$ cat src/rtl/mbir_pkg.sv
// Shared types and constants for the mapper bank and IRQ register block.
// Holds the request and result word layouts, register indexes and decode codes.
// No dependencies.
package mbir_pkg;

  typedef struct packed {
    logic        req_type;
    logic [15:0] address;
    logic [7:0]  write_data;
  } req_word_t;

  typedef struct packed {
    logic       irq_line;
    logic       bank_updated;
    logic [3:0] bank_slot;
    logic [7:0] bank_value;
    logic       sound_write;
    logic       sound_port;
    logic [7:0] sound_data;
    logic [1:0] mirroring;
    logic       wram_enable;
  } rsp_word_t;

  // request kinds
  localparam logic REQ_WRITE = 1'b0;
  localparam logic REQ_TICK  = 1'b1;

  // configuration register indexes
  localparam int unsigned CFG_INDEX_W = 2;
  localparam logic [CFG_INDEX_W-1:0] CFG_A0_MASK    = 2'd0;
  localparam logic [CFG_INDEX_W-1:0] CFG_A1_MASK    = 2'd1;
  localparam logic [CFG_INDEX_W-1:0] CFG_ASSERT_DLY = 2'd2;
  localparam int unsigned CFG_DATA_W = 16;

  // configuration reset values
  localparam logic [15:0] A0_MASK_RESET    = 16'h0010;
  localparam logic [15:0] A1_MASK_RESET    = 16'h0020;
  localparam logic [7:0]  ASSERT_DLY_RESET = 8'd1;

  // address nibble codes
  localparam logic [3:0] NIB_PRG_LO    = 4'h8;
  localparam logic [3:0] NIB_PRG_HI    = 4'h9;
  localparam logic [3:0] NIB_CHR_FIRST = 4'hA;
  localparam logic [3:0] NIB_CHR_LAST  = 4'hD;
  localparam logic [3:0] NIB_CTRL      = 4'hE;
  localparam logic [3:0] NIB_IRQ       = 4'hF;

  localparam logic [3:0] PRG_SLOT_SOUND = 4'd3;
  localparam logic [3:0] CHR_SLOT_BASE  = 4'd3;

  // IRQ prescaler and counter
  localparam logic [8:0] PRESCALE_LIMIT = 9'd338;
  localparam logic [8:0] PRESCALE_STEP  = 9'd3;
  localparam logic [7:0] COUNTER_TOP    = 8'hFF;

endpackage

$ cat src/rtl/mapper_bank_and_irq_registers_core.sv
// Results are registered; one goes to the skid register while a result waits.
// One request word per cycle while in_stall is low; IRQ state updates on accept.
// A two-entry output stage (result register plus skid register) lets a request
// be accepted while a result waits; in_stall rises only when both entries are full.
// Synchronous active-high reset restores configuration and IRQ state defaults
// and empties the output stage.
module mapper_bank_and_irq_registers_core
  import mbir_pkg::*;
(
  input  logic                   clk,
  input  logic                   rst,
  input  logic                   in_valid,
  output logic                   in_stall,
  input  req_word_t              in_word,
  output logic                   out_valid,
  input  logic                   out_stall,
  output rsp_word_t              out_word,
  input  logic                   cfg_we,
  input  logic [CFG_INDEX_W-1:0] cfg_index,
  input  logic [CFG_DATA_W-1:0]  cfg_data
);

  // configuration
  logic [15:0] a0_mask;
  logic [15:0] a1_mask;
  logic [7:0]  irq_assert_dly;

  // IRQ and control state
  logic [7:0] control_reg, control_reg_next;
  logic [7:0] irq_reload, irq_reload_next;
  logic [7:0] irq_counter, irq_counter_next;
  logic [8:0] prescale_acc, prescale_acc_next;
  logic       irq_running, irq_running_next;
  logic       cycle_mode, cycle_mode_next;
  logic       ack_restart, ack_restart_next;
  logic [7:0] delay_left, delay_left_next;
  logic       irq_level, irq_level_next;

  // output stage
  logic      skid_valid;
  rsp_word_t skid_word;
  rsp_word_t rsp_next;
  logic      in_acc;
  logic      out_take;

  assign in_stall = skid_valid;
  assign in_acc   = in_valid && !skid_valid;
  assign out_take = out_valid && !out_stall;

  always_ff @(posedge clk) begin
    if (rst) begin
      a0_mask        <= A0_MASK_RESET;
      a1_mask        <= A1_MASK_RESET;
      irq_assert_dly <= ASSERT_DLY_RESET;
    end else if (cfg_we) begin
      case (cfg_index)
        CFG_A0_MASK:    a0_mask        <= cfg_data;
        CFG_A1_MASK:    a1_mask        <= cfg_data;
        CFG_ASSERT_DLY: irq_assert_dly <= cfg_data[7:0];
        default:        ;
      endcase
    end
  end

  always_comb begin
    logic [3:0] nib;
    logic       a0;
    logic       a1;
    logic [3:0] chr_off;
    logic       do_count;

    nib      = in_word.address[15:12];
    a0       = (in_word.address & a0_mask) != 16'd0;
    a1       = (in_word.address & a1_mask) != 16'd0;
    chr_off  = nib - NIB_CHR_FIRST;
    do_count = 1'b0;

    control_reg_next  = control_reg;
    irq_reload_next   = irq_reload;
    irq_counter_next  = irq_counter;
    prescale_acc_next = prescale_acc;
    irq_running_next  = irq_running;
    cycle_mode_next   = cycle_mode;
    ack_restart_next  = ack_restart;
    delay_left_next   = delay_left;
    irq_level_next    = irq_level;

    rsp_next = '0;

    if (in_word.req_type == REQ_TICK) begin
      if (delay_left != 8'd0) begin
        delay_left_next = delay_left - 8'd1;
        if (delay_left == 8'd1) begin
          irq_level_next = 1'b1;
        end
      end
      if (irq_running) begin
        if (cycle_mode) begin
          do_count = 1'b1;
        end else if (prescale_acc < PRESCALE_LIMIT) begin
          prescale_acc_next = prescale_acc + PRESCALE_STEP;
        end else begin
          prescale_acc_next = prescale_acc - PRESCALE_LIMIT;
          do_count = 1'b1;
        end
      end
      if (do_count) begin
        if (irq_counter != COUNTER_TOP) begin
          irq_counter_next = irq_counter + 8'd1;
        end else begin
          // overflow: reload and arm the assertion delay
          irq_counter_next = irq_reload;
          delay_left_next  = irq_assert_dly;
        end
      end
    end else begin
      if (nib == NIB_PRG_LO || nib == NIB_PRG_HI) begin
        if (nib == NIB_PRG_HI && a0) begin
          rsp_next.sound_write = 1'b1;
          rsp_next.sound_port  = a1;
          rsp_next.sound_data  = in_word.write_data;
        end else begin
          rsp_next.bank_updated = 1'b1;
          rsp_next.bank_slot    = {2'b00, nib[0], a0};
          rsp_next.bank_value   = in_word.write_data;
        end
      end else if (nib >= NIB_CHR_FIRST && nib <= NIB_CHR_LAST) begin
        rsp_next.bank_updated = 1'b1;
        rsp_next.bank_slot    = CHR_SLOT_BASE + {1'b0, chr_off[1:0], a0};
        rsp_next.bank_value   = in_word.write_data;
      end else if (nib == NIB_CTRL) begin
        if (a0) begin
          irq_reload_next = in_word.write_data;
        end else begin
          control_reg_next = in_word.write_data;
        end
      end else if (nib == NIB_IRQ) begin
        if (a0) begin
          irq_running_next = ack_restart;
        end else begin
          ack_restart_next = in_word.write_data[0];
          irq_running_next = in_word.write_data[1];
          cycle_mode_next  = in_word.write_data[2];
          if (in_word.write_data[1]) begin
            prescale_acc_next = 9'd0;
            irq_counter_next  = irq_reload;
          end
        end
        // acknowledge; a pending delay keeps counting
        irq_level_next = 1'b0;
      end
    end

    rsp_next.irq_line    = irq_level_next;
    rsp_next.mirroring   = control_reg_next[1:0];
    rsp_next.wram_enable = control_reg_next[7];
  end

  always_ff @(posedge clk) begin
    if (rst) begin
      control_reg  <= 8'd0;
      irq_reload   <= 8'd0;
      irq_counter  <= 8'd0;
      prescale_acc <= 9'd0;
      irq_running  <= 1'b0;
      cycle_mode   <= 1'b0;
      ack_restart  <= 1'b0;
      delay_left   <= 8'd0;
      irq_level    <= 1'b0;
    end else if (in_acc) begin
      control_reg  <= control_reg_next;
      irq_reload   <= irq_reload_next;
      irq_counter  <= irq_counter_next;
      prescale_acc <= prescale_acc_next;
      irq_running  <= irq_running_next;
      cycle_mode   <= cycle_mode_next;
      ack_restart  <= ack_restart_next;
      delay_left   <= delay_left_next;
      irq_level    <= irq_level_next;
    end
  end

  // output stage valids
  always_ff @(posedge clk) begin
    if (rst) begin
      out_valid  <= 1'b0;
      skid_valid <= 1'b0;
    end else if (!out_valid || out_take) begin
      if (skid_valid) begin
        out_valid  <= 1'b1;
        skid_valid <= 1'b0;
      end else begin
        out_valid <= in_acc;
      end
    end else if (in_acc) begin
      skid_valid <= 1'b1;
    end
  end

  // output stage payload
  always_ff @(posedge clk) begin
    if (!out_valid || out_take) begin
      if (skid_valid) begin
        out_word <= skid_word;
      end else if (in_acc) begin
        out_word <= rsp_next;
      end
    end else if (in_acc) begin
      skid_word <= rsp_next;
    end
  end

endmodule

$ cat config.mk
export PLATFORM = sky130hd
export DESIGN_NAME = mapper_bank_and_irq_registers_core
export DESIGN_NICKNAME = d
export VERILOG_FILES = /design/src/rtl/mbir_pkg.sv /design/src/rtl/mapper_bank_and_irq_registers_core.sv
export SDC_FILE = /design/constraint.sdc
export NUM_CORES = 1
export LEC_CHECK = 0
export BUFFER_PORTS_ARGS = -buffer_cell sky130_fd_sc_hd__buf_2
export CAP_MARGIN = 20
export CORE_MARGIN = 4
export CORE_UTILIZATION = 44
export DETAILED_ROUTE_END_ITERATION = 7
export GPL_TIMING_DRIVEN = 0
export HOLD_SLACK_MARGIN = 0.05
export PLACE_DENSITY_LB_ADDON = 0.3
export SYNTH_ARGS = -nofsm -noshare
export SYNTH_HDL_FRONTEND = slang
export SYNTH_SLANG_ARGS = --single-unit
$ cat constraint.sdc
create_clock -name clk -period 4.1 [get_ports clk]
set_input_delay 0.82 -clock clk [delete_from_list [all_inputs] [get_ports clk]]
set_output_delay 0.82 -clock clk [all_outputs]
set_load 0.1 [all_outputs]
==> flow_summary.ini, run 1 <==
[setup_path]
r2r-start = prescale_acc[1]$_SDFFE_PP0P_
required_ns = 4.27
worstRegToRegCells = 9
startpoint = in_word[17]
reg2reg_to = irq_counter[4]$_SDFFE_PP0P_
crit_fanout = 10
cp-end-kind = register
cp-start-kind = primary input
crit_arrival_ns = 2.64
worstSetupPathType = primary input to register
rrSetupSlack_ns = 1.69

[place]
gp_congestion = 0.9115
port-buffer-count = 71
placed_area_mm2 = 0.006869
post-dp-hpwl_um = 11250

[finish]
area_growth_pct = 18.59
final_cell_mix = nand2_1 (94), dfxtp_1 (82), buf_2 (77), a21oi_1 (59), edfxtp_1 (54)
reg_top3 = out_word x27, skid_word x27
nets = 768
layout_commonest_cell = nand2_1
drive_above_1_share_pct = 22.07
final_util_pct = 53.48
fillers = 1232
final_area_mm2 = 0.007423
insertedDiodeCount = 0

[synth]
syn_nets = 677
synth_xor_area_share_pct = 0.6996
synth-edff-count = 54
synth-compound-area-share_pct = 14.71
yosysUniqueCellTypes = 64
synth_seq_cells = 136
synth_top_area_share_pct = 26.22
syn-cell-area_mm2 = 0.006260
async_reset_ff_share_pct = 0
yosys.area_share.simple_pct = 18.05
ys_seq_area_share_pct = 52.13
synth_flop_cell = dfxtp_1
synth_top_family_by_area = simple AND/OR/NAND/NOR gates
synth_cells = 621
synth_warnings = 0
yosys.area.top_type = dfxtp_1
synthMuxAreaShare_pct = 9.394
synthAdderAreaFrac_pct = 1.599
syn_area_per_cell_um2 = 10.08
netlist_top_cells_area = dfxtp_1 (26%), edfxtp_1 (26%), nand2_1 (5.6%), a21oi_1 (4.8%), mux2_2 (4.7%)

[clock_tree]
cts_resized = 0
ctsHoldBuffers = 0
insertion_delay_ns = 0.43
cts_setup_buffers = 0
cts_tree = yes
clk_pin_slew_ns = 0.06
numCtsBuffers = 17
htreeDepth = 4
cts_buffer_depth = 2
cts_root_buffer = clkbuf_16
cts_sinks = 136

[timing]
setup_viol = 0
slew_viol_final = 0
setup-tns-final_ns = 0
finClkSkew_ns = 0.009567
rsz0062_at_grt = false
slew_headroom_pct = 37.27
worst_slew_pin_slew_ns = 0.9388
period_share_pct = 60.30
min_period_ns = 2.472
hold_viol_final = 0
clock.fmax_mhz = 404.5

[floorplanning]
die_area_mm2 = 0.01620
die_w_um = 127.3
start_util_pct = 45.10
dieHeight_um = 127.3
rows = 43
fp.coreArea_mm2 = 0.01388
ios = 77

[power_and_ir_drop]
leakage_nw = 2.868
pwr-share-clk_pct = 42.8
p_int_w = 0.002378
netSwitchingFraction_pct = 29.34
p_per_area_mw_per_mm2 = 453.4
combPwrFrac_pct = 13.3
peakVddDrop_mv = 0.2348
pwr-share-seq_pct = 43.9
p_switching_w = 0.0009875

[routing]
drt-initial-drc-count = 350
routed_wl_um = 15440
via_per_inst = 5.688
final_antenna_net_count = 0
dr.pass1.iters = 5
wire_per_inst_um = 17.06
route.vias.total = 5148
drcViolationCount = 0

[job]
maxCapViolCount = 0

[status]
status = finished clean

[global_route]
grt_usage_pct = 19.50
grt_pass1_wl_um = 24950
antenna_found_initial = 1
grt_max_degree = 28
overflow = 0
grt_pass1_vias = 4998

[hold_path]
hold_depth = 2
min_from = a1_mask[6]$_SDFFE_PP0P_
hold_class = register to register
holdPathEnd = a1_mask[6]$_SDFFE_PP0P_
[layout make-up]
class | count | area, um2 | share of cell area, %
tap | 180 | 225.2 | 3.034
multi-input combinational | 438 | 2796 | 37.67
inverter | 10 | 37.54 | 0.5056
timing repair buffer | 72 | 370.4 | 4.989
sequential | 136 | 3263 | 43.96
clock buffer | 17 | 425.4 | 5.731
buffer | 37 | 176.4 | 2.377
clock inverter | 15 | 128.9 | 1.736
[critical path, cell delays in order]
cell	delay [ns]
buf_2	0.11
a22o_1	0.21
a221oi_1	0.29
and4_4	0.33
buf_6	0.15
nor3_1	0.07
buf_2	0.20
and2_1	0.20
mux2_2	0.26
[cell usage after synthesis (2+ instances only)]
| cell type | number |
|---|---|
| nand2_1 | 94 |
| dfxtp_1 | 82 |
| a21oi_1 | 60 |
| edfxtp_1 | 54 |
| nor2_1 | 36 |
| clkbuf_1 | 26 |
| mux2_2 | 26 |
| mux2i_1 | 25 |
| nand3_1 | 20 |
| and2_1 | 19 |
| nor3_1 | 18 |
| o21ai_0 | 14 |
| inv_1 | 10 |
| o31ai_1 | 9 |
| a211oi_1 | 8 |
| ha_1 | 8 |
| a22oi_1 | 7 |
| or3_1 | 7 |
| a221oi_1 | 6 |
| a22o_1 | 6 |
| buf_2 | 6 |
| a31oi_1 | 5 |
| nand2b_1 | 5 |
| nor2b_1 | 5 |
| nor3b_1 | 5 |
| o311ai_0 | 4 |
| a21o_1 | 3 |
| buf_6 | 3 |
| mux2_4 | 3 |
| nor4_1 | 3 |
| xor2_1 | 3 |
| and3b_1 | 2 |
| buf_4 | 2 |
| nand3b_1 | 2 |
| o211ai_1 | 2 |
| o21a_1 | 2 |
| o32ai_2 | 2 |
| or2_2 | 2 |
| xnor2_1 | 2 |
[how the worst max path moves through the flow]
| stage | cells after the start | endpoint | slack, ns |
|---|---|---|---|
| finish | 9 | out_word[4]$_DFFE_PP_ | 1.63 |
| global route | 9 | irq_counter[4]$_SDFFE_PP0P_ | 1.47 |
| CTS | 9 | out_word[6]$_DFFE_PP_ | 1.67 |
| detailed placement | 9 | out_word[10]$_DFFE_PP_ | 1.22 |
| global placement | 4 | out_word[19]$_DFFE_PP_ | 0.40 |
| floorplan | 4 | out_word[0]$_DFFE_PP_ | 0.71 |
[power by group through the flow]
stage	registers, W	clock network, W	logic [W]
final	0.00148	0.00144	0.000446
after global routing	0.00148	0.00152	0.000480
after CTS	0.00148	0.00146	0.000447
after detailed placement	0.00151	0	0.000444
after global placement	0.00151	0	0.000433
after floorplan	0.00164	0	0.000202
[layer usage]
metal / wire length [um] / part of all wire (%) / track usage (%) / vias to the layer above
li1: - / - / - / 2454
met1: 6751 / 44 / 25.15 / 2476
met2: 7334 / 48 / 31.03 / 188
met3: 990 / 6.4 / 4.306 / 28
met4: 347 / 2.2 / 9.653 / 2
met5: 13 / 0.084 / 0 / -
[through the flow]
step,total power [W],hold slack [ns],instances,worst slack [ns]
after floorplan,0.001839,0.4357,621,0.7108
after global placement,0.001941,0.4421,872,0.4049
after detailed placement,0.001953,0.4475,873,1.219
after CTS,0.003382,0.4561,905,1.672
after global routing,0.003485,0.4771,905,1.465
final,0.003366,0.4586,905,1.628
[cells by family after synthesis]
family / count (synthesis)
adder cells (fa/ha/maj): 8
XOR/XNOR: 5
flip-flops: 136
multiplexers: 54
AO/OA/AOI/OAI: 140
buffers and inverters: 47
AND/OR/NAND/NOR: 231
(Power assumes the default switching activity.)
==> run 2, diff against run 1 <==
ABC_AREA = 1   (was unset)
clock period = 2.14 ns   (was 4.1 ns; I/O delays follow)
==> run 2 against run 1 <==
Against the previous run:
- sequential power rose by 94%
- flip-flop and latch count did not move
- global-route usage barely moved
- clock-buffer cell count rose by 3
- cell area rose by 6.9%
- clock power rose by 130%
- area after synthesis rose by 6.0%
- combinational power rose by 110%
- critical path type is now register to register
- critical endpoint is now out_word[18]$_DFFE_PP_
- largest power group is now the clock network
- highest routed layer unchanged
==> flow_summary.ini, run 2 <==
[synth]
synth_flop_cell = dfxtp_1
synth_cells = 862
netlist_top_cells_area = dfxtp_1 (25%), edfxtp_1 (24%), nand2_1 (12%), nor2_1 (9.2%), o21ai_0 (4.6%)
synth_warnings = 0
ys_seq_area_share_pct = 49.18
synthTopCellsByCount = nand2_1 (217), nor2_1 (162), dfxtp_1 (82)
synth-edff-count = 54
syn_nets = 918
syn_area_per_cell_um2 = 7.697
syn-cell-area_mm2 = 0.006635
synth_most_common_cell = nand2_1
yosys.area.top_type = dfxtp_1
synth_top_area_share_pct = 24.74
yosysUniqueCellTypes = 41
synth_seq_cells = 136
async_reset_ff_share_pct = 0

[routing]
via_per_inst = 5.009
routed_wl_um = 16140
route.vias.total = 5775
drt-initial-drc-count = 393
final_antenna_net_count = 0
wire_per_inst_um = 14.00
drcViolationCount = 0
dr.pass1.iters = 5

[hold_path]
hold_class = primary input to register

[power_and_ir_drop]
p_per_area_mw_per_mm2 = 897.8
peakVddDrop_mv = 0.5807
leakage_nw = 3.534
design_power_total_w = 0.007122

[timing]
period_share_pct = 93.04
rsz0062_at_grt = false
worst_slew_pin_slew_ns = 0.8376
clock.fmax_mhz = 502.2
min_period_ns = 1.991
setup_viol = 0
slew_headroom_pct = 43.73
slew_viol_final = 0
hold_slack_ns = 0.2458
finClkSkew_ns = 0.008744
hold_viol_final = 0

[clock_tree]
insertion_delay_ns = 0.43
cts_root_buffer = clkbuf_16
cts_tree = yes
cts_setup_buffers = 0
htreeDepth = 4
cts_sinks = 136
numCtsBuffers = 17
ctsHoldBuffers = 0
clk_pin_slew_ns = 0.06
cts_buffer_depth = 2

[finish]
nets = 1012
drive_above_1_share_pct = 16.92
final_cell_mix = nand2_1 (217), nor2_1 (161), dfxtp_1 (80), buf_2 (78), inv_1 (65)
reg_top3 = out_word x27, skid_word x27
insertedDiodeCount = 0
area_growth_pct = 19.55
layout_commonest_cell = nand2_1
final_area_mm2 = 0.007933

[global_route]
grt_pass1_vias = 5334
use_met1_pct = 25.97
grt_busiest_layer = met2
grt_pass1_wl_um = 26080
grt_max_degree = 28
overflow = 0
grt_use_met3_pct = 5.000
use_met2_pct = 31.25
grt_usage_pct = 19.49
antenna_found_initial = 1

[setup_path]
crit_fanout = 14
required_ns = 2.20
worstSetupPathType = register to register
cp-end-kind = register
cp-start-kind = register
crit_arrival_ns = 2.05

[job]
maxCapViolCount = 0

[floorplanning]
rows = 44
ios = 77
dieHeight_um = 130.8
die_w_um = 130.8
die_area_mm2 = 0.01711
fp.coreArea_mm2 = 0.01464
start_util_pct = 45.31

[place]
gp_congestion = 0.8354
placed_area_mm2 = 0.007257
port-buffer-count = 74
post-dp-hpwl_um = 11300

[status]
status = finished clean
==> run 2: cell types whose count changed after synthesis, moves of 10 or more <==
cell	change
nand3_1	+29
mux2i_1	-25
a21oi_1	-16
inv_2	+10
nor2_1	+126
nand2_1	+123
nor3_1	-15
and2_1	-19
o21ai_0	+47
inv_1	+55
mux2_2	-26
==> run 2: worst max-delay path, stage by stage (launching register included) <==
cell and delay (ns):
dfxtp_2 0.41, clkbuf_1 0.42, nor2_1 0.28, a21oi_4 0.51
==> run 2: final cells by class <==
| type | count | area, um2 |
|---|---|---|
| plain buffers | 29 | 155.1 |
| multi-input cells | 620 | 2954 |
| clock inverters | 12 | 222.7 |
| well taps | 184 | 230.2 |
| repair buffers | 74 | 370.4 |
| inverters | 78 | 297.8 |
| fillers | 1381 | 6711 |
| clock buffers | 20 | 436.7 |
| flip-flops and latches | 136 | 3266 |
==> run 2: power by group <==
part	internal [W]	switching (W)	total [W]
combinational	0.000238	0.000718	0.000956
clock	0.00218	0.00111	0.00330
sequential	0.00281	0.0000514	0.00287
total	0.00524	0.00188	0.00712
==> run 2: kinds of logic (layout without fill, tap and decap cells) <==
group	after synthesis	count (layout)	synth area share, %
and+or+nand+nor	464	464	29.47
AOI/OAI and AO/OA	136	137	11.56
DFF	136	136	49.18
xor gates and xnor gates	11	11	1.452
adders and majority gates	8	8	1.509
buffers and inverters	107	213	6.826
==> run 2: metrics by stage <==
step	instances	setup WS (ns)	TNS, ns	util (%)
2_1_floorplan	862	0.08410	0	-
3_3_place_gp	1120	0.04189	0	49.56
3_5_place_dp	1120	-0.02705	-0.1513	49.56
4_1_cts	1153	0.01477	0	54.12
5_1_grt	1153	0.03493	0	54.17
6_report	1153	0.1489	0	54.17
==> run 2: worst paths after layout <==
kind	startpoint	to	slack [ns]	cells after the start
setup / recovery	in_stall$_SDFFE_PP0P_	out_word[18]$_DFFE_PP_	0.15	3
hold / removal	cfg_data[10]	a0_mask[10]$_SDFFE_PP0P_	0.25	3
setup reg to reg	in_stall$_SDFFE_PP0P_	out_word[18]$_DFFE_PP_	0.15	3
hold reg to reg	irq_assert_dly[6]$_SDFFE_PP0P_	irq_assert_dly[6]$_SDFFE_PP0P_	0.45	2
==> run 2: what timing repair did <==
item | in CTS | in global routing
gates resized for setup | 0 | 1
gates cloned | 1 | 0
setup endpoints to repair | 27 | 13
==> run 2: per-layer routing <==
metal,vias up,routed length [um]
li1,2984,-
met3,24,953
met5,-,8
met4,2,186
met1,2629,7261
met2,136,7732
==> run 3, diff against run 2 <==
BUFFER_PORTS_ARGS = unset   (was -buffer_cell sky130_fd_sc_hd__buf_2)
DONT_BUFFER_PORTS = 1   (was unset)
==> run 3 against run 2 <==
Against the previous run:
- sequential power up 9.8%
- final cell count down 6.2%
- routed wire length down 1.6%
- largest cell class unchanged
- utilization down 2.8 points
- global-route usage down 0.31 points
- worst hold slack worse by 0.11 ns
- highest routed layer is now met4
- flip-flop and latch count unchanged
- combinational power down 40%
- maximum frequency down 1.9%
- clock skew up 0.0048 ns
- power down 7.5%
==> flow_summary.ini, run 3 (synthesis results as in run 2) <==
[floorplanning]
start_util_pct = 45.31
fp.coreArea_mm2 = 0.01464
die_w_um = 130.8
ios = 77
die_area_mm2 = 0.01711
rows = 44
dieHeight_um = 130.8

[hold_path]
hold_class = primary input to register

[global_route]
grt_max_degree = 28
grt_pass1_vias = 5159
grt_pass1_wl_um = 25640
grt_usage_pct = 19.18
antenna_found_initial = 0
overflow = 0

[timing]
slew_headroom_pct = 40.28
slew_viol_final = 0
worst_slew_pin_slew_ns = 0.8976
period_share_pct = 94.86
finClkSkew_ns = 0.01353
min_period_ns = 2.030
rsz0062_at_grt = false
setup_viol = 0
clock.fmax_mhz = 492.6
hold_viol_final = 0
hold_slack_ns = 0.1331

[finish]
nets = 940
instances_no_fill = 1081
drive_above_1_share_pct = 10.81
final_util_pct = 51.33
final_cell_mix = nand2_1 (217), nor2_1 (161), dfxtp_1 (80), inv_1 (65), o21ai_0 (61)
area_growth_pct = 13.29
multiInputGateArea_mm2 = 0.002965
reg_top3 = out_word x27, skid_word x27
insertedDiodeCount = 0
fillers = 1402
layout_commonest_cell = nand2_1
seq_area_mm2 = 0.003268
final_area_mm2 = 0.007517

[clock_tree]
ctsHoldBuffers = 0
cts_sinks = 136
htreeDepth = 4
insertion_delay_ns = 0.42
cts_root_buffer = clkbuf_16
clk_pin_slew_ns = 0.06
numCtsBuffers = 17
cts_buffer_depth = 2
cts_tree = yes

[setup_path]
required_ns = 2.20
slowest_stage = dfxtp_2
crit_family = simple AND/OR/NAND/NOR gates
cp-start-kind = register
worstSetupPathType = register to register
cp.buffers_inverters = 0
crit_arrival_ns = 2.09
crit_fanout = 14
cp-end-kind = register
critical_path.max_stage_delay_ns = 0.79
crit_chain = nand2_1 -> nor2_4

[place]
port-buffer-count = 0
placedCellCount = 1046
gp_congestion = 0.8349
placed_area_mm2 = 0.006887
post-dp-hpwl_um = 11050

[power_and_ir_drop]
p_switching_w = 0.001864
p_per_area_mw_per_mm2 = 876.0
p_int_w = 0.004721
netSwitchingFraction_pct = 28.30
pwr-share-seq_pct = 47.9
combPwrFrac_pct = 8.7
peakVddDrop_mv = 0.6013
leakage_nw = 3.201
pwr-share-clk_pct = 43.5

[routing]
dr.pass1.iters = 5
wire_per_inst_um = 14.70
final_antenna_net_count = 0
drcViolationCount = 0
drt-initial-drc-count = 393
routed_wl_um = 15890
via_per_inst = 5.077
route.vias.total = 5488

[status]
status = finished clean

[job]
maxCapViolCount = 0
-- run 3: cell type report --
class / count / share of cell area (%)
Sequential cell: 136 / 43.48
Multi-Input combinational cell: 621 / 39.45
Clock buffer: 17 / 5.659
Inverter: 78 / 3.961
Tap cell: 184 / 3.063
Buffer: 29 / 2.081
Clock inverter: 15 / 2.047
Timing Repair Buffer: 1 / 0.2663
-- run 3: routing by layer --
metal	wire length (um)	share of wire, %	vias up	track usage (%)
li1	-	-	2842	-
met1	7084	45	2487	24.82
met2	7359	46	147	30.83
met3	1289	8.1	12	6.829
met4	157	0.99	0	4.719
met5	0	0	-	0
-- run 3: power by group through the flow --
stage / logic, W / registers (W) / clock network (W)
final: 0.000571 / 0.00315 / 0.00286
after global placement: 0.000548 / 0.00320 / 0
after CTS: 0.000569 / 0.00315 / 0.00290
after detailed placement: 0.000554 / 0.00321 / 0
after floorplan: 0.000436 / 0.00319 / 0
after global routing: 0.000653 / 0.00317 / 0.00299
-- run 3: final timing paths --
path / start / end / slack (ns) / depth (start not counted)
max: out_valid$_SDFFE_PP0P_ / skid_word[13]$_DFFE_PP_ / 0.11 / 2
max reg2reg: out_valid$_SDFFE_PP0P_ / skid_word[13]$_DFFE_PP_ / 0.11 / 2
min: cfg_data[5] / a1_mask[5]$_SDFFE_PP1P_ / 0.13 / 2
min reg2reg: irq_assert_dly[1]$_SDFFE_PP0P_ / irq_assert_dly[1]$_SDFFE_PP0P_ / 0.46 / 2
-- run 3: per-stage QoR --
| step | setup TNS (ns) | power (W) | setup slack, ns |
|---|---|---|---|
| 5_1_grt | 0 | 0.006809 | 0.02131 |
| 4_1_cts | 0 | 0.006625 | 0.009034 |
| 3_5_place_dp | -9.496 | 0.003760 | -0.3540 |
| 3_3_place_gp | -10.18 | 0.003753 | -0.3798 |
| 6_report | 0 | 0.006585 | 0.1099 |
| 2_1_floorplan | 0 | 0.003626 | 0.08410 |
-- run 3: timing repair --
item / in CTS / in global routing
resized for setup: 2 / 3
setup endpoints to repair: 27 / 40
gates cloned: 1 / 1
pin swaps: 0 / 1
setup buffers: 1 / 0
